<file path="src/rtl/core/fcirc_pkg.sv">
// Shared types and constants for the circular-delay-line FIR filter.
// Item layouts, cell and MAC control groups, function codes, FSM states.
// No dependencies.
package fcirc_pkg;

    localparam int SAMPLE_BITS = 16;
    localparam int FRAC_BITS   = SAMPLE_BITS - 1;
    localparam int PROD_BITS   = 2 * SAMPLE_BITS;
    localparam int ACC_BITS    = 64;
    localparam int FUNC_W      = 2;
    localparam int COEF_IDX_W  = 6;
    localparam int CFG_W       = 7;
    localparam logic [CFG_W-1:0] CFG_TAPS_RESET = CFG_W'(64);

    typedef logic signed [SAMPLE_BITS-1:0] sample_t;
    typedef logic signed [ACC_BITS-1:0]    acc_t;

    typedef enum logic [FUNC_W-1:0] {
        FN_FILTER = 2'd0,
        FN_COEF   = 2'd1,
        FN_CLEAR  = 2'd2
    } func_t;

    typedef enum logic [1:0] {
        ST_IDLE,
        ST_SWEEP,
        ST_EMIT
    } state_t;

    typedef struct packed {
        logic [FUNC_W-1:0]     func;
        sample_t               sample_in;
        logic [COEF_IDX_W-1:0] coef_index;
        sample_t               coef_value;
        logic                  block_end_in;
    } in_item_t;

    typedef struct packed {
        sample_t filtered_out;
        logic    clipped;
        logic    block_end_out;
    } out_item_t;

    // Broadcast to every tap cell
    typedef struct packed {
        logic                  hist_clr;
        logic                  hist_we;
        logic                  hist_rot;
        logic                  coef_we;
        logic                  coef_rot;
        sample_t               sample;
        logic [COEF_IDX_W-1:0] coef_index;
        sample_t               coef_value;
    } cell_ctl_t;

    typedef struct packed {
        logic clr;
        logic en;
    } mac_ctl_t;

endpackage

</file>
<file path="src/rtl/core/fcirc_mac.sv">
// Multiply-accumulate unit fed from the head of the cell chain.
// Registered product, saturating 64-bit accumulator, round and clip to Q1.15.
// Depends on fcirc_pkg.
module fcirc_mac import fcirc_pkg::*; (
    input  logic     aclk,
    input  logic     aresetn,
    input  mac_ctl_t ctl,
    input  sample_t  hist_tap,
    input  sample_t  coef_tap,
    output sample_t  y,
    output logic     clip
);

    localparam acc_t ACC_MAX   = {1'b0, {(ACC_BITS-1){1'b1}}};
    localparam acc_t ACC_MIN   = {1'b1, {(ACC_BITS-1){1'b0}}};
    localparam acc_t ROUND_INC = acc_t'(1) <<< (FRAC_BITS - 1);
    localparam sample_t Y_MAX  = {1'b0, {(SAMPLE_BITS-1){1'b1}}};
    localparam sample_t Y_MIN  = {1'b1, {(SAMPLE_BITS-1){1'b0}}};

    function automatic acc_t sat_add(input acc_t a, input acc_t b);
        logic signed [ACC_BITS:0] sum;
        sum = {a[ACC_BITS-1], a} + {b[ACC_BITS-1], b};
        if (sum[ACC_BITS] != sum[ACC_BITS-1]) begin
            return sum[ACC_BITS] ? ACC_MIN : ACC_MAX;
        end
        return sum[ACC_BITS-1:0];
    endfunction

    logic signed [PROD_BITS-1:0] prod_reg;
    logic                        prod_vld_reg;
    acc_t                        acc_reg, acc_next;
    acc_t                        rounded;
    acc_t                        shifted;
    logic                        in_range;

    always_ff @(posedge aclk) begin
        if (!aresetn) begin
            prod_vld_reg <= 1'b0;
        end else begin
            prod_vld_reg <= ctl.en;
        end
    end

    always_ff @(posedge aclk) begin
        if (ctl.en) begin
            prod_reg <= hist_tap * coef_tap;
        end
        acc_reg <= acc_next;
    end

    always_comb begin
        acc_next = acc_reg;
        if (ctl.clr) begin
            acc_next = '0;
        end else if (prod_vld_reg) begin
            acc_next = sat_add(acc_reg, ACC_BITS'(prod_reg));
        end
    end

    // round half up, floor shift, clip
    assign rounded  = sat_add(acc_reg, ROUND_INC);
    assign shifted  = rounded >>> FRAC_BITS;
    assign in_range = (&shifted[ACC_BITS-1:SAMPLE_BITS-1]) ||
                      !(|shifted[ACC_BITS-1:SAMPLE_BITS-1]);
    assign clip     = !in_range;
    assign y        = in_range ? shifted[SAMPLE_BITS-1:0]
                               : (shifted[ACC_BITS-1] ? Y_MIN : Y_MAX);

endmodule
</file>
<file path="config.mk">
export PLATFORM = sky130hd
export DESIGN_NAME = fcirc_mac
export DESIGN_NICKNAME = d
export VERILOG_FILES = /design/src/rtl/core/fcirc_pkg.sv /design/src/rtl/core/fcirc_mac.sv
export SDC_FILE = /design/constraint.sdc
export NUM_CORES = 1
export LEC_CHECK = 0
export CAP_MARGIN = 10
export CORE_AREA = 2 2 239 194
export DETAILED_ROUTE_END_ITERATION = 10
export DIE_AREA = 0 0 241 196
export DONT_BUFFER_PORTS = 1
export GPL_TIMING_DRIVEN = 0
export PLACE_DENSITY = 0.62
export REMOVE_ABC_BUFFERS = 1
export SYNTH_ARGS = -nofsm -noshare
export SYNTH_HDL_FRONTEND = slang
export SYNTH_SLANG_ARGS = --single-unit
</file>
<file path="constraint.sdc">
create_clock -name aclk -period 10.32 [get_ports aclk]
set_input_delay 0 -clock aclk [delete_from_list [all_inputs] [get_ports aclk]]
set_output_delay 0 -clock aclk [all_outputs]
set_load 0.02 [all_outputs]
</file>
==> results of run 1 <==
## worst max-delay path by stage
stage,start,slack [ns],to,cells after the start
2_1_floorplan,coef_tap[15],4.57,prod_reg[31],22
3_3_place_gp,prod_reg[31],2.88,acc_reg[12],11
3_5_place_dp,coef_tap[15],3.78,prod_reg[31],22
4_1_cts,coef_tap[15],4.14,prod_reg[31],22
5_1_grt,coef_tap[15],3.74,prod_reg[31],22
6_report,coef_tap[15],4.11,prod_reg[31],22
## cell type report
type | count | area [µm²] | area share, %
clock buffer | 10 | 239 | 1.20
clock inverter | 6 | 50.0 | 0.251
inverter | 362 | 1360 | 6.81
multi-input combinational | 1696 | 15100 | 75.4
sequential | 97 | 2270 | 11.4
tap | 612 | 766 | 3.84
timing repair buffer | 15 | 225 | 1.13
## per-layer routing
| metal | up-vias | track usage, % |
|---|---|---|
| li1 | 7304 | - |
| met1 | 7776 | 32.0 |
| met2 | 423 | 34.4 |
| met3 | 65 | 3.81 |
| met4 | 0 | 4.80 |
| met5 | - | 0 |
## critical path, cell delays in order
cell and delay, ns:
inv_1 0.51, nor2_1 0.15, fa_1 0.54, fa_1 0.53, fa_1 0.54, fa_1 0.54, fa_1 0.55, inv_1 0.06
fa_1 0.54, inv_1 0.04, ha_1 0.39, a21o_1 0.22, a21oi_1 0.20, and2_1 0.16, o211ai_1 0.15, nand2_1 0.10
a21oi_1 0.10, a41oi_1 0.29, a21oi_1 0.18, a41o_1 0.28, a21oi_1 0.17, xnor2_1 0.08
## stage by stage
stage                     setup slack, ns  utilization [%]  hold slack, ns  std cells
after global routing                 3.74             44.3           0.126       2798
after CTS                            4.14             44.3          0.0988       2798
final                                4.11             44.3           0.121       2798
after global placement               2.88             43.1          0.0781       2767
after floorplan                      4.57                -          0.0691       2155
after detailed placement             3.78             43.4          0.0818       2771
## cell usage after synthesis (40+ instances only)
cell type and instances:
xnor2_1 77, xor2_1 47, clkbuf_1 65, a21o_1 46
dfxtp_1 65, nand2_1 201, ha_1 149, and2_1 139
fa_1 263, o21ai_0 61, a21oi_1 110, maj3_1 41
nor2_1 159, a211oi_1 52, inv_1 362, nor3_1 40
## logic make-up after synthesis
family	after synthesis	synth area share, %
multiplexers	4	0.216
AO/OA/AOI/OAI	414	14.8
buffers and inverters	466	9.46
XOR/XNOR	124	5.68
flip-flops	97	11.8
adder cells (fa/ha/maj)	453	39.5
AND/OR/NAND/NOR	701	18.6
## repair_timing
action                    CTS  global route
resized for setup           0             0
hold buffers               11             0
hold endpoints to repair   99             0
==> summary.md, run 1 <==
| Metric | Value |
|---|---|
| Most frequent cells in the layout | inv_1, fa_1, nand2_1, nor2_1, ha_1 |
| Area grow syn2layout | 4.47% |
| Core Area | 0.0450 mm² |
| Initial core utilization | 42.4% |
| Highest Signal Layer | met4 |
| Worst Path Arrival | 6.33 ns |
| F_max | 161 MHz |
| Rows | 70 |
| Yosys reg bits | 97 |
| TritonCTS buffer count | 9 |
| Gpl congestion | 0.923 |
| Leading area contributor after synthesis | fa_1 |
| Max-slew headroom | 24.8% |
| Detailed Route WL | 49500 µm |
| Initial antenna violation count | 0 |
| Bufs on Longest Clock Path | 2 |
| Vias in the first global route | 16000 |
| WL met3 | 2990 µm |
| Post-CTS Repair Setup Buffers | 0 |
| Status | complete, no violations |
| Port bufs | 0 |
| H-tree levels | 3 |
| Vias per cell | 5.56 |
| Design area | 0.0200 mm² |
| Kind of critical path | input port to flip-flop |
| Ranking of synthesized cells by area | fa_1, ha_1, inv_1 |
| Layout cells sized above 1 | 3.02% |
| Worst-case reg-to-reg path depth | 15 |
| Via count | 15600 |
| Mapped Cells | 2259 |
| Synthesized area | 0.0191 mm² |
| EDFF count, synth | 32 |
| Placed Area | 0.0195 mm² |
| M1 WL | 23700 µm |
| YS warnings | 0 |
| Min-delay src | coef_tap[0] |
| CTS tree | done |
| Worst Hold Class | input port to flip-flop |
| Share of the yosys chip area belonging to registers | 11.8% |
| Most common cell after layout, fill and taps aside | inv_1 |
| CP Max Fanout | 15 |
| Startpoint types | input port |
| Detailed Route Iter0 Violations | 1255 |
| Setup TNS Final | 0 ns |
| # fillers | 4470 |
| Worst-Margin Slew | 1.11 ns |
| Critical path required time | 10.43 ns |
| Drt pass-1 iters | 5 |
| Reg-to-reg slack, setup | 5.11 ns |
| Met2 Wirelength | 21800 µm |
| Die Width | 241 µm |
| Clock root buffer | clkbuf_16 |
| Routed WL per cell | 17.7 µm |
| Nets | 2629 |
| Antenna Cells | 0 |
| All-Layer GR Usage | 22.1% |
| Largest register FFs | 64 |
| Max Slew Vio Count | 0 |
| Clk_skew | 0.00991 ns |
| Critical Path End Type | flip-flop |
| Sink Count | 97 |
| # IOs | 53 |
| Synth async-reset ratio | 0% |
| Max Cap Viol | 0 |
| Synth top area share | 27.6% |
| Cell variety after synth | 90 |
| RSZ-0062 raised after global routing | no |
| Worst-path clk slew | 0.07 ns |
| Final Setup Violations | 0 |
| Reg2Reg Launch Point | prod_reg[31] |
| Clock Latency Late Sink | 0.38 ns |
| Die Span Y | 196 µm |
| Syn_area_per_cell | 8.46 µm² |
| Final hold violation count | 0 |
| Final ANT Viol Nets | 0 |
| Grt total ovfl | 0 |
| Hold depth | 3 |
| RR Endpoint | acc_reg[1] |
| First-pass GRT wire length | 83800 µm |
| Pin count of the biggest net entering global routing | 65 |
| Final Critical Period | 6.21 ns |
| Synth Flop Type | dfxtp_1 |
| Hold path endpoint | prod_reg[2] |
| HPWL Detailed | 39500 µm |
| Post-route DRC | 0 |
| Total die area | 0.0472 mm² |
| Final period util | 60.2% |
Power of run 1 is left out: the tool's default activity adds up to more than one toggle a clock period on the data nets, which glitch-free logic cannot reach.
==> inputs of run 2 (changes only) <==
--- a/config.mk
+++ b/config.mk
@@ -5,13 +5,14 @@
 export SDC_FILE = /design/constraint.sdc
 export NUM_CORES = 1
 export LEC_CHECK = 0
+export ABC_AREA = 1
 export CAP_MARGIN = 10
-export CORE_AREA = 2 2 239 194
+export CORE_AREA = 2 2 247 200
 export DETAILED_ROUTE_END_ITERATION = 10
-export DIE_AREA = 0 0 241 196
+export DIE_AREA = 0 0 249 202
 export DONT_BUFFER_PORTS = 1
 export GPL_TIMING_DRIVEN = 0
-export PLACE_DENSITY = 0.62
+export PLACE_DENSITY = 0.64
 export REMOVE_ABC_BUFFERS = 1
 export SYNTH_ARGS = -nofsm -noshare
 export SYNTH_HDL_FRONTEND = slang
==> constraint.sdc (replaced) <==
create_clock -name aclk -period 5.65 [get_ports aclk]
set_input_delay 0 -clock aclk [delete_from_list [all_inputs] [get_ports aclk]]
set_output_delay 0 -clock aclk [all_outputs]
set_load 0.02 [all_outputs]
==> run 2 against run 1 <==
Utilization is 0.54 points higher. Routed wire length is 26% higher. Clock skew is 0.0055 ns higher.
==> summary.md, run 2 <==
| Metric | Value |
|---|---|
| Status | complete, no violations |
| Pre-CTS setup slack | -0.474 ns (-4.26 ns) |
| Critical Path Source | coef_tap[15] |
| Initial core utilization | 42.7% (+0.25 points) |
| Mapped Cells | 3035 (+34%) |
| Rows | 72 (+2.9%) |
| CTS tree | done |
| Setup WS post-layout | 0.287 ns (-3.82 ns) |
| All-Layer GR Usage | 25.3% (+3.3 points) |
| Met3 GRT Util | 3.70% (-0.12 points) |
| Synth async-reset ratio | 0% (unchanged) |
| Synth top area share | 25.8% (-1.8 points) |
| Vias in the first global route | 18900 (+18%) |
| Post-route DRC | 0 (unchanged) |
| Most frequent CP cell | fa_1 |
| EDFF count, synth | 32 (unchanged) |
| F_max | 186 MHz |
| Layout cells sized above 1 | 2.22% (-0.80 points) |
| Clock Latency Late Sink | 0.38 ns (about the same) |
| Kind of critical path | input port to flip-flop |
| Nets | 3420 (+30%) |
| # fillers | 5014 (+12%) |
| Detailed Route WL | 62400 µm (+26%) |
| Min-delay src | ctl[1] |
| Final Setup Violations | 0 (unchanged) |
| GR Util met2 | 38.8% (+4.4 points) |
| Leading area contributor after synthesis | fa_1 |
| Most common cell after layout, fill and taps aside | nand2_1 |
| Critical path required time | 5.76 ns (-4.67 ns) |
| Synth Flop Type | dfxtp_1 |
| RSZ-0062 raised after global routing | no |
| Total die area | 0.0503 mm² (+6.5%) |
| Pin count of the biggest net entering global routing | 65 (unchanged) |
| Setup TNS Final | 0 ns (unchanged) |
| Clk_skew | 0.0154 ns (+0.00548 ns) |
| Reg2Reg Launch Point | prod_reg[31] |
| Max-slew headroom | 24.2% (-0.57 points) |
| Critical Path End Type | flip-flop |
| Die Span Y | 202 µm (+3.1%) |
| Register area | 0.00226 mm² (-0.11%) |
| Synthesized area | 0.0204 mm² (+6.9%) |
| Worst-path clk slew | 0.08 ns (about the same) |
| Detailed Route Iter0 Violations | 1601 (+28%) |
| CP cell instances | clkinvlp_4 > buf_12 > or2_2 > fa_1 > fa_1 > inv_1 > fa_1 > fa_1 > fa_1 > inv_1 > fa_1 > inv_1 > ha_1 > a21oi_2 > o21ai_0 > o21bai_1 > a21oi_1 > o21a_1 > o21ai_0 > xor2_1 |
| Most frequent cells in the layout | nand2_1, inv_1, nor2_1, fa_1, a21oi_1 |
| YS warnings | 0 (unchanged) |
| Via count | 18900 (+21%) |
| Vias per cell | 5.23 (-6.0%) |
| Worst hold margin | 0.0936 ns (-0.0270 ns) |
| Cell variety after synth | 43 (-52%) |
| Gpl congestion | 0.950 (+2.9%) |
| Final Critical Period | 5.36 ns |
| Max Slew Vio Count | 0 (unchanged) |
| Worst Path Arrival | 5.47 ns (-0.86 ns) |
| Area grow syn2layout | 5.12% |
| Initial antenna violation count | 1 (+1) |
| TritonCTS buffer count | 9 (unchanged) |
| Final period util | 94.9% |
| Max stage delay cell, worst path | fa_1 |
| Die Width | 249 µm (+3.3%) |
| Clock root buffer | clkbuf_16 |
| Antenna Cells | 0 (unchanged) |
| Most frequent cell after synthesis | nand2_1 |
| Grt total ovfl | 0 (unchanged) |
| Drt pass-1 iters | 5 (unchanged) |
| # IOs | 53 (unchanged) |
| Grt peak-use layer | met2 |
| Multi-input gate area | 0.0154 mm² (+2.4%) |
| Most frequent cells after synthesis | nand2_1, inv_1, nor2_1 |
| Routed WL per cell | 17.3 µm (-2.2%) |
| Share of the yosys chip area belonging to registers | 11.1% (-0.76 points) |
| Port bufs | 0 (unchanged) |
| Max Cap Viol | 0 (unchanged) |
| Core Area | 0.0478 mm² (+6.3%) |
| Syn_area_per_cell | 6.73 µm² (-20%) |
| HPWL Detailed | 51300 µm (+30%) |
| Startpoint types | input port |
| First-pass GRT wire length | 101000 µm (+21%) |
| Final ANT Viol Nets | 0 (unchanged) |
| Worst Hold Class | input port to flip-flop |
| CP Max Fanout | 16 (+1) |
| Largest register FFs | 64 (unchanged) |
| Ranking of synthesized cells by area | fa_1, nand2_1, inv_1 |
| Final hold violation count | 0 (unchanged) |
| Met1 GRT Util | 38.3% (+6.3 points) |
| Core Util, Final | 44.9% (+0.54 points) |
| Largest stage delay, worst path | 0.55 ns (about the same) |
| H-tree levels | 3 (unchanged) |
| Bufs on Longest Clock Path | 2 (unchanged) |
| Sink Count | 97 (unchanged) |
| Worst-Margin Slew | 1.12 ns (+0.0113 ns) |
| Yosys reg bits | 97 (unchanged) |
-- run 2: cell count changes after synthesis, sizes merged, moves of 65 or more --
cell	delta
nand2	+640
inv	+266
and2	-138
nor2	+123
a21oi	+87
o21ai	+82
nand3	+65
-- run 2: layout make-up --
type | count | area share, %
Timing Repair inverter | 3 | 0.105
Clock inverter | 7 | 0.367
Sequential cell | 97 | 10.5
Timing Repair Buffer | 21 | 1.42
Tap cell | 629 | 3.67
Clock buffer | 9 | 1.05
Multi-Input combinational cell | 2211 | 71.8
Inverter | 629 | 11.0
-- run 2: path summary, 6_finish.rpt --
check | end | cells past startpoint | slack [ns]
max | prod_reg[21] | 20 | 0.29
min | acc_reg[4] | 3 | 0.09
min reg2reg | acc_reg[6] | 2 | 0.54
max reg2reg | acc_reg[24] | 16 | 1.52
-- run 2: worst max-delay path, delay by kind of cell --
kind / cells / cell delay (ns)
AND/OR/NAND/NOR: 1 / 0.29
buffers and inverters: 5 / 0.36
XOR/XNOR: 1 / 0.17
adder cells (fa/ha/maj): 7 / 3.48
AO/OA/AOI/OAI: 6 / 1.15
-- run 2: timing repair --
item,4_1_cts,5_1_grt
pin swaps,1,0
endpoints found under the setup margin,2,24
resized for setup,1,10
hold buffers,8,0
setup buffers,1,6
cloned,0,3
endpoints found under the hold margin,36,0
-- run 2: stage by stage --
step	instance area [µm²]	cells
after floorplan	20000	2937
after global placement	20800	3566
after detailed placement	21000	3572
after CTS	21400	3597
after global routing	21500	3606
final	21500	3606
-- run 2: layer usage --
layer	wire, µm	part of all wire [%]	up-vias
met5	0	0	-
met4	731	1.2	0
met3	5200	8.3	51
met2	26300	42	661
met1	30100	48	9012
li1	-	-	9131
-- run 2: cells by family after synthesis --
group                      synth area share, %
DFF                                       11.1
buffers and inverters                     13.6
and+or+nand+nor                           25.8
adders and majority gates                 34.9
AOI/OAI and AO/OA                         10.6
xor gates and xnor gates                  4.07
Power of run 2 is left out for the same reason.
