`config.mk`:
```
export PLATFORM = sky130hd
export DESIGN_NAME = fcirc_cell
export DESIGN_NICKNAME = d
export VERILOG_FILES = /design/src/rtl/core/fcirc_pkg.sv /design/src/rtl/core/fcirc_cell.sv
export SDC_FILE = /design/constraint.sdc
export NUM_CORES = 1
export LEC_CHECK = 0
export ABC_AREA = 1
export ABC_CLOCK_PERIOD_IN_PS = 1240
export BUFFER_PORTS_ARGS = -buffer_cell sky130_fd_sc_hd__buf_2
export CAP_MARGIN = 40
export CORE_ASPECT_RATIO = 1.75
export CORE_MARGIN = 5
export CORE_UTILIZATION = 38
export DETAILED_ROUTE_END_ITERATION = 16
export PLACE_DENSITY = 0.77
export SLEW_MARGIN = 20
export SYNTH_ARGS = -nofsm -noshare
export SYNTH_HDL_FRONTEND = slang
export SYNTH_SLANG_ARGS = --single-unit
```
`constraint.sdc`:
```
create_clock -name aclk -period 1.24 [get_ports aclk]
set_input_delay 0.248 -clock aclk [delete_from_list [all_inputs] [get_ports aclk]]
set_output_delay 0.248 -clock aclk [all_outputs]
set_load 0.05 [all_outputs]
```
`src/rtl/core/fcirc_pkg.sv`:
```
// Shared types and constants for the circular-delay-line FIR filter.
// Item layouts, cell and MAC control groups, function codes, FSM states.
// No dependencies.
package fcirc_pkg;

    localparam int SAMPLE_BITS = 16;
    localparam int FRAC_BITS   = SAMPLE_BITS - 1;
    localparam int PROD_BITS   = 2 * SAMPLE_BITS;
    localparam int ACC_BITS    = 64;
    localparam int FUNC_W      = 2;
    localparam int COEF_IDX_W  = 6;
    localparam int CFG_W       = 7;
    localparam logic [CFG_W-1:0] CFG_TAPS_RESET = CFG_W'(64);

    typedef logic signed [SAMPLE_BITS-1:0] sample_t;
    typedef logic signed [ACC_BITS-1:0]    acc_t;

    typedef enum logic [FUNC_W-1:0] {
        FN_FILTER = 2'd0,
        FN_COEF   = 2'd1,
        FN_CLEAR  = 2'd2
    } func_t;

    typedef enum logic [1:0] {
        ST_IDLE,
        ST_SWEEP,
        ST_EMIT
    } state_t;

    typedef struct packed {
        logic [FUNC_W-1:0]     func;
        sample_t               sample_in;
        logic [COEF_IDX_W-1:0] coef_index;
        sample_t               coef_value;
        logic                  block_end_in;
    } in_item_t;

    typedef struct packed {
        sample_t filtered_out;
        logic    clipped;
        logic    block_end_out;
    } out_item_t;

    // Broadcast to every tap cell
    typedef struct packed {
        logic                  hist_clr;
        logic                  hist_we;
        logic                  hist_rot;
        logic                  coef_we;
        logic                  coef_rot;
        sample_t               sample;
        logic [COEF_IDX_W-1:0] coef_index;
        sample_t               coef_value;
    } cell_ctl_t;

    typedef struct packed {
        logic clr;
        logic en;
    } mac_ctl_t;

endpackage

```
`src/rtl/core/fcirc_cell.sv`:
```
// One tap cell: holds one history sample and one coefficient at its ring slot.
// Rotates history toward cell 0 and coefficients away from it during a sweep.
// Depends on fcirc_pkg.
module fcirc_cell import fcirc_pkg::*; #(
    parameter int MAX_TAPS = 64,
    parameter int IDX      = 0,
    localparam int IDX_W   = $clog2(MAX_TAPS),
    localparam int N_W     = $clog2(MAX_TAPS + 1)
) (
    input  logic             aclk,
    input  logic             aresetn,
    input  cell_ctl_t        ctl,
    input  logic [IDX_W-1:0] wr_pos,
    input  logic [N_W-1:0]   tap_cnt,
    input  sample_t          hist_head,
    input  sample_t          hist_up,
    input  sample_t          coef_dn,
    output sample_t          hist_q,
    output sample_t          coef_q,
    output sample_t          coef_tail
);

    localparam logic [IDX_W-1:0]      IDX_P    = IDX_W'(IDX);
    localparam logic [N_W-1:0]        IDX_N    = N_W'(IDX);
    localparam logic [N_W-1:0]        IDX_N1   = N_W'(IDX + 1);
    localparam bit                    IDX_FITS = (IDX < (1 << COEF_IDX_W));
    localparam logic [COEF_IDX_W-1:0] IDX_C    = COEF_IDX_W'(IDX);

    sample_t hist_reg, hist_next;
    sample_t coef_reg, coef_next;
    logic    in_ring;
    logic    is_last;
    logic    coef_hit;

    assign in_ring  = (IDX_N < tap_cnt);
    assign is_last  = (IDX_N1 == tap_cnt);
    assign coef_hit = IDX_FITS && (ctl.coef_index == IDX_C);

    always_comb begin
        hist_next = hist_reg;
        if (ctl.hist_clr) begin
            hist_next = '0;
        end else if (ctl.hist_we && (wr_pos == IDX_P)) begin
            hist_next = ctl.sample;
        end else if (ctl.hist_rot && in_ring) begin
            hist_next = is_last ? hist_head : hist_up;
        end
    end

    always_comb begin
        coef_next = coef_reg;
        if (ctl.coef_we && coef_hit) begin
            coef_next = ctl.coef_value;
        end else if (ctl.coef_rot && in_ring) begin
            coef_next = coef_dn;
        end
    end

    always_ff @(posedge aclk) begin
        if (!aresetn) begin
            hist_reg <= '0;
            coef_reg <= '0;
        end else begin
            hist_reg <= hist_next;
            coef_reg <= coef_next;
        end
    end

    assign hist_q    = hist_reg;
    assign coef_q    = coef_reg;
    assign coef_tail = is_last ? coef_reg : '0;

endmodule

```
==> results of run 1 <==
## routing by layer
layer	track usage (%)	vias to the layer above	routed length, µm
li1	-	1551	-
met1	20.1	1291	2590
met2	41.2	111	4560
met3	3.70	14	573
met4	8.50	0	204
met5	0	-	0
## sequential cells by signal, summed over array words and instances (netlist names)
name,count
coef_q,16
hist_q,16
## report_power, final
| group | internal, W | switching (W) |
|---|---|---|
| sequential | 0.00109 | 0.0000391 |
| clock | 0.000494 | 0.000359 |
| combinational | 0.000331 | 0.000553 |
| total | 0.00191 | 0.000951 |
## critical path, delay by kind of cell
kind / cells / cell delay (ns)
buffers and inverters: 4 / 0.46
AND/OR/NAND/NOR: 4 / 0.40
## cell families after synthesis
group	count (synthesis)
DFF	32
AOI/OAI and AO/OA	18
buffers and inverters	75
and+or+nand+nor	281
## timing repair
item                       CTS  global route
pin swaps                    7             7
setup endpoints to repair   16            46
buffers inserted             2             0
gates cloned                 1             0
gates resized for setup     50            21
## final timing paths
kind | end | slack, ns
max | coef_tail[5] | -0.12
min | hist_q[2]$_SDFFE_PP0P_ | 0.29
max reg2reg | hist_q[1]$_SDFFE_PP0P_ | 0.56
min reg2reg | coef_q[6]$_SDFFE_PN0P_ | 0.52
## cell usage after synthesis, types with 3 or more instances
library cell,count
buf_2,10
buf_6,4
dfxtp_1,32
inv_1,54
nand2_1,119
nand3_1,32
nand3b_1,16
nor2_1,105
nor2_2,3
o21ai_0,14
o21ai_1,3
## per-stage QoR
stage	TNS, ns	total power [W]
6_report	-1.62	0.00287
3_3_place_gp	-8.43	0.00198
2_1_floorplan	-2.91	0.00168
5_1_grt	-3.05	0.00303
4_1_cts	-1.46	0.00288
3_5_place_dp	-9.45	0.00200
## layout make-up
class	count	area (µm²)	share of cell area (%)
sequential	32	641	17.0
multi-input combinational	299	1490	39.4
clock buffer	7	96.3	2.55
inverter	56	250	6.64
tap	78	97.6	2.59
timing repair buffer	180	1200	31.9
==> results.sh, run 1 <==
export IMPL_drc_errors=0
export IMPL_min_period_ns=1.36
export IMPL_finalMaxSlewViolations=0
export IMPL_fin_area_um2=3770
export IMPL_die_height_um=112
export IMPL_dp_hpwl_um=6210
export IMPL_synth_xor_area_share_pct=0
export IMPL_die_x_um=68.5
export IMPL_io_pins=154
export IMPL_violations="negative setup slack"
export IMPL_drv_cap=0
export IMPL_overflow=0
export IMPL_gp_congestion=0.859
export IMPL_dp_slack_ns=-0.253
export IMPL_ys_seq_area_share_pct=28.2
export IMPL_fin_skew_ns=0
export IMPL_clock_latency_ns=0.27
export IMPL_ant_nets=0
export IMPL_synth_cells=406
export IMPL_nNetsFinal=680
export IMPL_worstPathMaxFanout=6
export IMPL_async_flop_share_pct=0
export IMPL_worstPathRequired_ns=0.99
export IMPL_synth_compound_area_share_pct=4.46
export IMPL_instances_no_fill=652
export IMPL_setup_violations=16
export IMPL_finalHoldViolations=0
export IMPL_critPathKind="in2out"
export IMPL_yosys_area_top_type="dfxtp_1"
export IMPL_synth_warnings=0
export IMPL_syn_nets=512
export IMPL_holdCritPathClass="in2reg"
export IMPL_ir_drop_mv=0.536
export IMPL_grt_use_total_pct=21.1
export IMPL_cp_start_kind="primary input"
export IMPL_power_static_leakage_nw=2.12
export IMPL_hold_start="ctl[24]"
export IMPL_layout_commonest_cell="buf_2"
export IMPL_holdWs_ns=0.286
export IMPL_start_util_pct=39.0
export IMPL_yosys_register_bits=32
export IMPL_antenna_cells=0
export IMPL_final_util_pct=64.7
export IMPL_crit_start="tap_cnt[3]"
export IMPL_r2r_start="hist_q[1]$_SDFFE_PP0P_"
export IMPL_synth_area_top_cells="dfxtp_1 28%, nand2_1 20%, nor2_1 17%, inv_1 8.9%, nand3_1 7.0%"
export IMPL_root_buffer="clkbuf_8"
export IMPL_critPathCaptureType="output pin"
export IMPL_dr_total_vias=2967
export IMPL_cts_sinks=32
export IMPL_worstPathArrival_ns=1.11
export IMPL_drive_gt1_share_pct=40.4
export IMPL_synth_cell_types=20
export IMPL_relSlewSlack_pct=82.6
export IMPL_placed_area_um2=3420
export IMPL_rows=37
export IMPL_syn_area_um2=2270
export IMPL_ctsHoldBuffers=0
export IMPL_ctsLongestPathBuffers=2
export IMPL_synth_top_area_share_pct=28.2
export IMPL_fmax_ghz=0.734
export IMPL_grt_pass1_vias=3042
export IMPL_slowest_stage="buf_16"
export IMPL_synth_top_family_by_area="simple AND/OR/NAND/NOR gates"
export IMPL_first_pass_iters=4
export IMPL_numCtsBuffers=5
export IMPL_nFillCells=562
export IMPL_status="finished with violations"
export IMPL_worst_slack_ns=-0.123
export IMPL_power_density_nw_per_um2=760
export IMPL_area_delta_synth_final_pct=65.9
export IMPL_synthMuxAreaShare_pct=0
export IMPL_htree_levels=2
export IMPL_portBuffers=153
export IMPL_core_um2=5830
export IMPL_layout_common_cells="132 x buf_2, 108 x nand2_1, 88 x nor2_1"
export IMPL_first_iter_violations=178
export IMPL_viasPerCell=4.55
export IMPL_totalWireLength_um=7930
export IMPL_cts_tree="yes"
export IMPL_critical_path_max_stage_delay_ns=0.16
export IMPL_path_cells="buf_6 > inv_2 > nand2_2 > nor2_4 > nand2_4 > buf_16 > nor2_4 > buf_6"
export IMPL_hold_depth=5
export IMPL_worst_pin_slew_ns=0.262
export IMPL_synth_fa_ha_area_share_pct=0
export IMPL_synth_edf_count=0
export IMPL_grt_pass1_wl_um=12900
export IMPL_fin_crit_sh_pct=110
export IMPL_path_clk_slew_ns=0.07
export IMPL_rsz0062_at_grt="yes"
export IMPL_dieArea_um2=7690
export IMPL_synth_avg_cell_area_um2=5.60
export IMPL_wl_per_cell_um=12.2
export IMPL_antenna_found_initial=0
export IMPL_synth_flop_cell="dfxtp_1"
export IMPL_placedCellCount=642
export IMPL_grt_max_degree=22
export IMPL_r2r_cells=3
export IMPL_synthSimpleGateAreaFrac_pct=52.8
Power figures use the tool's default switching activity.
==> run 2, diff against run 1 <==
--- a/config.mk
+++ b/config.mk
@@ -14,6 +14,7 @@
 export CORE_UTILIZATION = 38
 export DETAILED_ROUTE_END_ITERATION = 16
 export PLACE_DENSITY = 0.77
+export SKIP_LAST_GASP = 1
 export SLEW_MARGIN = 20
 export SYNTH_ARGS = -nofsm -noshare
 export SYNTH_HDL_FRONTEND = slang
==> constraint.sdc (replaced) <==
create_clock -name aclk -period 1.24 [get_ports aclk]
set_input_delay 0.062 -clock aclk [delete_from_list [all_inputs] [get_ports aclk]]
set_output_delay 0.062 -clock aclk [all_outputs]
set_load 0.05 [all_outputs]
==> run 2 against run 1 <==
Against the previous run: the flow now finishes without violations; die area unchanged; register-to-register slack about the same; clock-buffer cell count stayed put; final cell count fell by 2.0%.
==> results.sh, run 2 (same netlist as run 1, synthesis figures left out) <==
export IMPL_status="completed"
export IMPL_switching_share_pct=32.9
export IMPL_placed_area_um2=3200
export IMPL_dieArea_um2=7690
export IMPL_antenna_found_initial=0
export IMPL_overflow=0
export IMPL_clkPwrFrac_pct=30.9
export IMPL_holdWs_ns=0.0870
export IMPL_antenna_cells=0
export IMPL_wl_per_cell_um=11.6
export IMPL_grt_pass1_vias=2824
export IMPL_finalMaxSlewViolations=0
export IMPL_drv_cap=0
export IMPL_dr_total_vias=2892
export IMPL_sequentialPowerShare_pct=40.3
export IMPL_relSlewSlack_pct=81.2
export IMPL_path_cells="buf_2 > inv_1 > nand2_1 > nor2_2 > nand2_2 > buf_12 > nor2_2 > buf_2"
export IMPL_start_util_pct=39.0
export IMPL_grt_use_total_pct=19.6
export IMPL_internal_power_w=0.00188
export IMPL_htree_levels=2
export IMPL_worst_pin_slew_ns=0.282
export IMPL_holdPathEnd="hist_q[14]$_SDFFE_PP0P_"
export IMPL_worstPathMaxFanout=25
export IMPL_hold_depth=5
export IMPL_die_x_um=68.5
export IMPL_first_pass_iters=6
export IMPL_root_buffer="clkbuf_8"
export IMPL_hold_start="ctl[36]"
export IMPL_grt_max_degree=26
export IMPL_die_height_um=112
export IMPL_holdCritPathClass="in2reg"
export IMPL_power_static_leakage_nw=1.98
export IMPL_io_pins=154
export IMPL_cts_sinks=32
export IMPL_power_switching_w=0.000921
export IMPL_setup_tns_ns=0
export IMPL_worstPathRequired_ns=1.18
export IMPL_finalHoldViolations=0
export IMPL_ctsHoldBuffers=0
export IMPL_path_clk_slew_ns=0.06
export IMPL_fin_area_um2=3330
export IMPL_critical_path_max_stage_delay_ns=0.26
export IMPL_ir_drop_mv=0.426
export IMPL_fmax_ghz=0.871
export IMPL_first_iter_violations=108
export IMPL_critPathCaptureType="output pin"
export IMPL_ctsLongestPathBuffers=2
export IMPL_r2r_start="coef_q[9]$_SDFFE_PN0P_"
export IMPL_core_um2=5830
export IMPL_area_delta_synth_final_pct=46.6
export IMPL_nNetsFinal=667
export IMPL_layout_commonest_cell="buf_2"
export IMPL_clock_latency_ns=0.28
export IMPL_ant_nets=0
export IMPL_worstPathArrival_ns=1.09
export IMPL_cp_start_kind="primary input"
export IMPL_slowest_stage="buf_2"
export IMPL_numCtsBuffers=5
export IMPL_drc_errors=0
export IMPL_rrSetupSlack_ns=0.57
export IMPL_rsz0062_at_grt="no"
export IMPL_drive_gt1_share_pct=35.8
export IMPL_fin_crit_sh_pct=92.6
export IMPL_fin_skew_ns=0
export IMPL_layout_common_cells="138 x buf_2, 119 x nand2_1, 89 x nor2_1"
export IMPL_setup_violations=0
export IMPL_r2r_cells=2
export IMPL_rr_endpoint="coef_q[9]$_SDFFE_PN0P_"
export IMPL_viasPerCell=4.53
export IMPL_min_period_ns=1.15
export IMPL_cts_tree="yes"
export IMPL_power_density_nw_per_um2=841
export IMPL_rows=37
export IMPL_gp_congestion=0.853
export IMPL_critPathKind="in2out"
export IMPL_totalWireLength_um=7440
export IMPL_combinationalPowerShare_pct=28.8
export IMPL_power_w=0.00280
export IMPL_dp_hpwl_um=6250
export IMPL_portBuffers=153
export IMPL_grt_pass1_wl_um=11800
-- run 2: changes by cell type in the layout (fill, tap and decap cells not counted), sizes merged --
cell    delta
buf       -28
clkbuf    +15
-- run 2: power groups by stage --
stage / Sequential (W) / Clock (W) / Combinational, W
after CTS: 0.00113 / 0.000886 / 0.000811
after global routing: 0.00114 / 0.000940 / 0.000888
final: 0.00113 / 0.000866 / 0.000806
after detailed placement: 0.00115 / 0 / 0.000807
after floorplan: 0.00136 / 0 / 0.000298
after global placement: 0.00115 / 0 / 0.000798
-- run 2: through the flow --
stage                     instances  setup slack, ns  utilization [%]
after detailed placement        632           0.0432             54.8
final                           639           0.0914             57.1
after global placement          632           0.0725             54.8
after CTS                       639           0.0480             56.5
after global routing            639         0.000184             57.1
after floorplan                 406           -0.119                -
-- run 2: what timing repair did --
item,CTS,global route
buffers inserted,0,0
endpoints found under the setup margin,0,15
gates resized for setup,0,15
-- run 2: how the worst max path moves through the flow --
stage | startpoint | end | slack (ns) | cells past startpoint
3_5_place_dp | wr_pos[1] | hist_q[0]$_SDFFE_PP0P_ | 0.04 | 9
6_report | tap_cnt[3] | coef_tail[0] | 0.09 | 8
2_1_floorplan | tap_cnt[6] | coef_tail[10] | -0.12 | 7
3_3_place_gp | wr_pos[5] | hist_q[0]$_SDFFE_PP0P_ | 0.07 | 9
5_1_grt | tap_cnt[3] | coef_tail[5] | 0.0002 | 8
4_1_cts | tap_cnt[3] | coef_tail[13] | 0.05 | 8
-- run 2: metal layers --
layer	global-route usage, %	part of all wire, %	wire length (µm)
met2	37.5	57	4210
met4	8.63	3.1	230
met5	0	0	0
met1	18.1	33	2480
met3	4.70	7.0	523
-- run 2: final cells by class --
cell class,count,area [µm²]
clock buffers,7,96.3
inverters,56,210
multi-input cells,299,1340
well taps,78,97.6
fillers,600,2500
repair buffers,167,946
flip-flops and latches,32,641
-- run 2: worst max-delay path: cells and delay by family --
family,cells,cell delay (ns)
AND/OR/NAND/NOR,4,0.43
buffers and inverters,4,0.59
==> run 3, diff against run 2 <==
--- a/config.mk
+++ b/config.mk
@@ -11,9 +11,12 @@
 export CAP_MARGIN = 40
 export CORE_ASPECT_RATIO = 1.75
 export CORE_MARGIN = 5
-export CORE_UTILIZATION = 38
+export CORE_UTILIZATION = 39
+export CTS_BUF_LIST = sky130_fd_sc_hd__clkbuf_8
 export DETAILED_ROUTE_END_ITERATION = 16
-export PLACE_DENSITY = 0.77
+export HOLD_SLACK_MARGIN = 0.05
+export PLACE_DENSITY = 0.79
+export REMOVE_ABC_BUFFERS = 1
 export SKIP_LAST_GASP = 1
 export SLEW_MARGIN = 20
 export SYNTH_ARGS = -nofsm -noshare
==> run 3 against run 2 <==
Against the previous run: routed wire length shrank 5.3%; final cell count shrank 0.63%; global-route usage shrank 0.99 points; total power shrank 6.7%; worst hold slack gained 0.013 ns; first-iteration DRC count grew 2.8%; clock-buffer cell count shrank 2; die area shrank 2.3%; design area shrank 3.2%; setup slack gained 0.057 ns.
==> results.sh, run 3 (same netlist as run 1, synthesis figures left out) <==
export IMPL_status="completed"
export IMPL_ir_drop_mv=0.441
export IMPL_viasPerCell=4.54
export IMPL_critical_path_max_stage_delay_ns=0.35
export IMPL_dieArea_um2=7520
export IMPL_instances_no_fill=635
export IMPL_switching_share_pct=33.2
export IMPL_power_density_nw_per_um2=810
export IMPL_portBuffers=153
export IMPL_ctsLongestPathBuffers=2
export IMPL_combinationalPowerShare_pct=30.3
export IMPL_rsz0062_at_grt="no"
export IMPL_cts_resized=0
export IMPL_worstPathRequired_ns=1.18
export IMPL_fmax_ghz=0.916
export IMPL_totalWireLength_um=7050
export IMPL_relSlewSlack_pct=78.8
export IMPL_worstPathArrival_ns=1.03
export IMPL_final_util_pct=57.3
export IMPL_critPathKind="reg2out"
export IMPL_path_cells="inv_1 > nor2_1 > buf_2"
export IMPL_critPathCaptureType="output pin"
export IMPL_cp_endpoint="coef_tail[10]"
export IMPL_ctsHoldBuffers=0
export IMPL_overflow=0
export IMPL_rrSetupSlack_ns=0.56
export IMPL_holdCritPathClass="in2reg"
export IMPL_drv_cap=0
export IMPL_grt_use_total_pct=18.6
export IMPL_layout_common_cells="153 x buf_2, 119 x nand2_1, 105 x nor2_1"
export IMPL_finalMaxSlewViolations=0
export IMPL_grt_max_degree=25
export IMPL_worst_pin_slew_ns=0.317
export IMPL_layout_commonest_cell="buf_2"
export IMPL_setup_violations=0
export IMPL_htree_levels=2
export IMPL_ant_nets=0
export IMPL_drive_gt1_share_pct=32.7
export IMPL_setup_tns_ns=0
export IMPL_cts_tree="yes"
export IMPL_antenna_cells=0
export IMPL_wl_per_cell_um=11.1
export IMPL_dr_total_vias=2884
export IMPL_crit_start="coef_q[10]$_SDFFE_PN0P_"
export IMPL_sequentialPowerShare_pct=43.2
export IMPL_min_period_ns=1.09
export IMPL_clkPwrFrac_pct=26.6
export IMPL_finalHoldViolations=0
export IMPL_cts_sinks=32
export IMPL_antenna_found_initial=0
export IMPL_dp_hpwl_um=5800
export IMPL_first_iter_violations=111
export IMPL_placedCellCount=630
export IMPL_path_clk_slew_ns=0.06
export IMPL_rr_endpoint="hist_q[12]$_SDFFE_PP0P_"
export IMPL_io_pins=154
export IMPL_die_height_um=111
export IMPL_r2r_cells=3
export IMPL_power_static_leakage_nw=1.98
export IMPL_clock_latency_ns=0.27
export IMPL_root_buffer="clkbuf_8"
export IMPL_fin_skew_ns=0
export IMPL_slowest_stage="dfxtp_1"
export IMPL_fin_crit_sh_pct=88.0
export IMPL_die_x_um=67.7
export IMPL_post_cts_setup_buffer_count=0
export IMPL_grt_pass1_wl_um=11200
export IMPL_area_delta_synth_final_pct=41.8
export IMPL_core_um2=5630
export IMPL_power_w=0.00261
export IMPL_numCtsBuffers=5
export IMPL_r2r_start="hist_q[12]$_SDFFE_PP0P_"
export IMPL_cp_start_kind="flop"
export IMPL_drc_errors=0
export IMPL_start_util_pct=40.4
export IMPL_grt_pass1_vias=2667
export IMPL_power_switching_w=0.000868
export IMPL_gp_congestion=0.832
export IMPL_first_pass_iters=4
export IMPL_worstPathMaxFanout=3
export IMPL_internal_power_w=0.00175
export IMPL_rows=36
export IMPL_nNetsFinal=667
## run 3: cell types whose count changed in the layout (fill, tap and decap cells not counted)
cell,before,now
clkbuf_4,15,0
clkbuf_8,7,5
nor2_1,89,105
nor2_2,19,3
buf_2,138,153
## run 3: stage by stage
| stage | hold slack, ns | cell area [µm²] | setup slack [ns] |
|---|---|---|---|
| after floorplan | 0.198 | 2150 | -0.484 |
| after global placement | 0.370 | 3160 | 0.0682 |
| after detailed placement | 0.380 | 3160 | 0.0150 |
| after CTS | 0.0923 | 3220 | 0.120 |
| after global routing | 0.105 | 3220 | 0.0323 |
| final | 0.0998 | 3220 | 0.149 |
## run 3: how the worst min path moves through the flow
stage / start / end / slack [ns] / cells past startpoint
2_1_floorplan: aresetn / coef_q[0]$_SDFFE_PN0P_ / 0.20 / 2
3_3_place_gp: ctl[30] / hist_q[8]$_SDFFE_PP0P_ / 0.37 / 5
3_5_place_dp: ctl[23] / hist_q[1]$_SDFFE_PP0P_ / 0.38 / 5
4_1_cts: coef_dn[11] / coef_q[11]$_SDFFE_PN0P_ / 0.09 / 5
5_1_grt: coef_dn[15] / coef_q[15]$_SDFFE_PN0P_ / 0.10 / 5
6_report: ctl[30] / hist_q[8]$_SDFFE_PP0P_ / 0.1 / 5
## run 3: cell type report
| class | count | area (µm²) |
|---|---|---|
| inverter | 56 | 210 |
| multi-input combinational | 299 | 1300 |
| timing repair buffer | 167 | 908 |
| clock buffer | 5 | 68.8 |
| sequential | 32 | 641 |
| tap | 76 | 95.1 |
| fill | 543 | 2410 |
## run 3: worst max-delay path: cells and delay by family (launching register included)
kind          cells  cell delay, ns
simple gates      1            0.09
buf+inv           2            0.31
flops             1            0.35
## run 3: power by group through the flow
| stage | clock [W] | sequential [W] | combinational [W] |
|---|---|---|---|
| 4_1_cts | 0.000721 | 0.00113 | 0.000796 |
| 3_5_place_dp | 0 | 0.00115 | 0.000794 |
| 6_report | 0.000694 | 0.00113 | 0.000791 |
| 2_1_floorplan | 0 | 0.00136 | 0.000267 |
| 3_3_place_gp | 0 | 0.00115 | 0.000779 |
| 5_1_grt | 0.000770 | 0.00114 | 0.000867 |
## run 3: layer usage
metal,wire (µm),vias up,track usage (%)
met5,0,-,0
met4,144,0,6.64
met3,538,16,3.25
met1,2530,1237,18.5
met2,3840,112,35.8
li1,-,1519,-
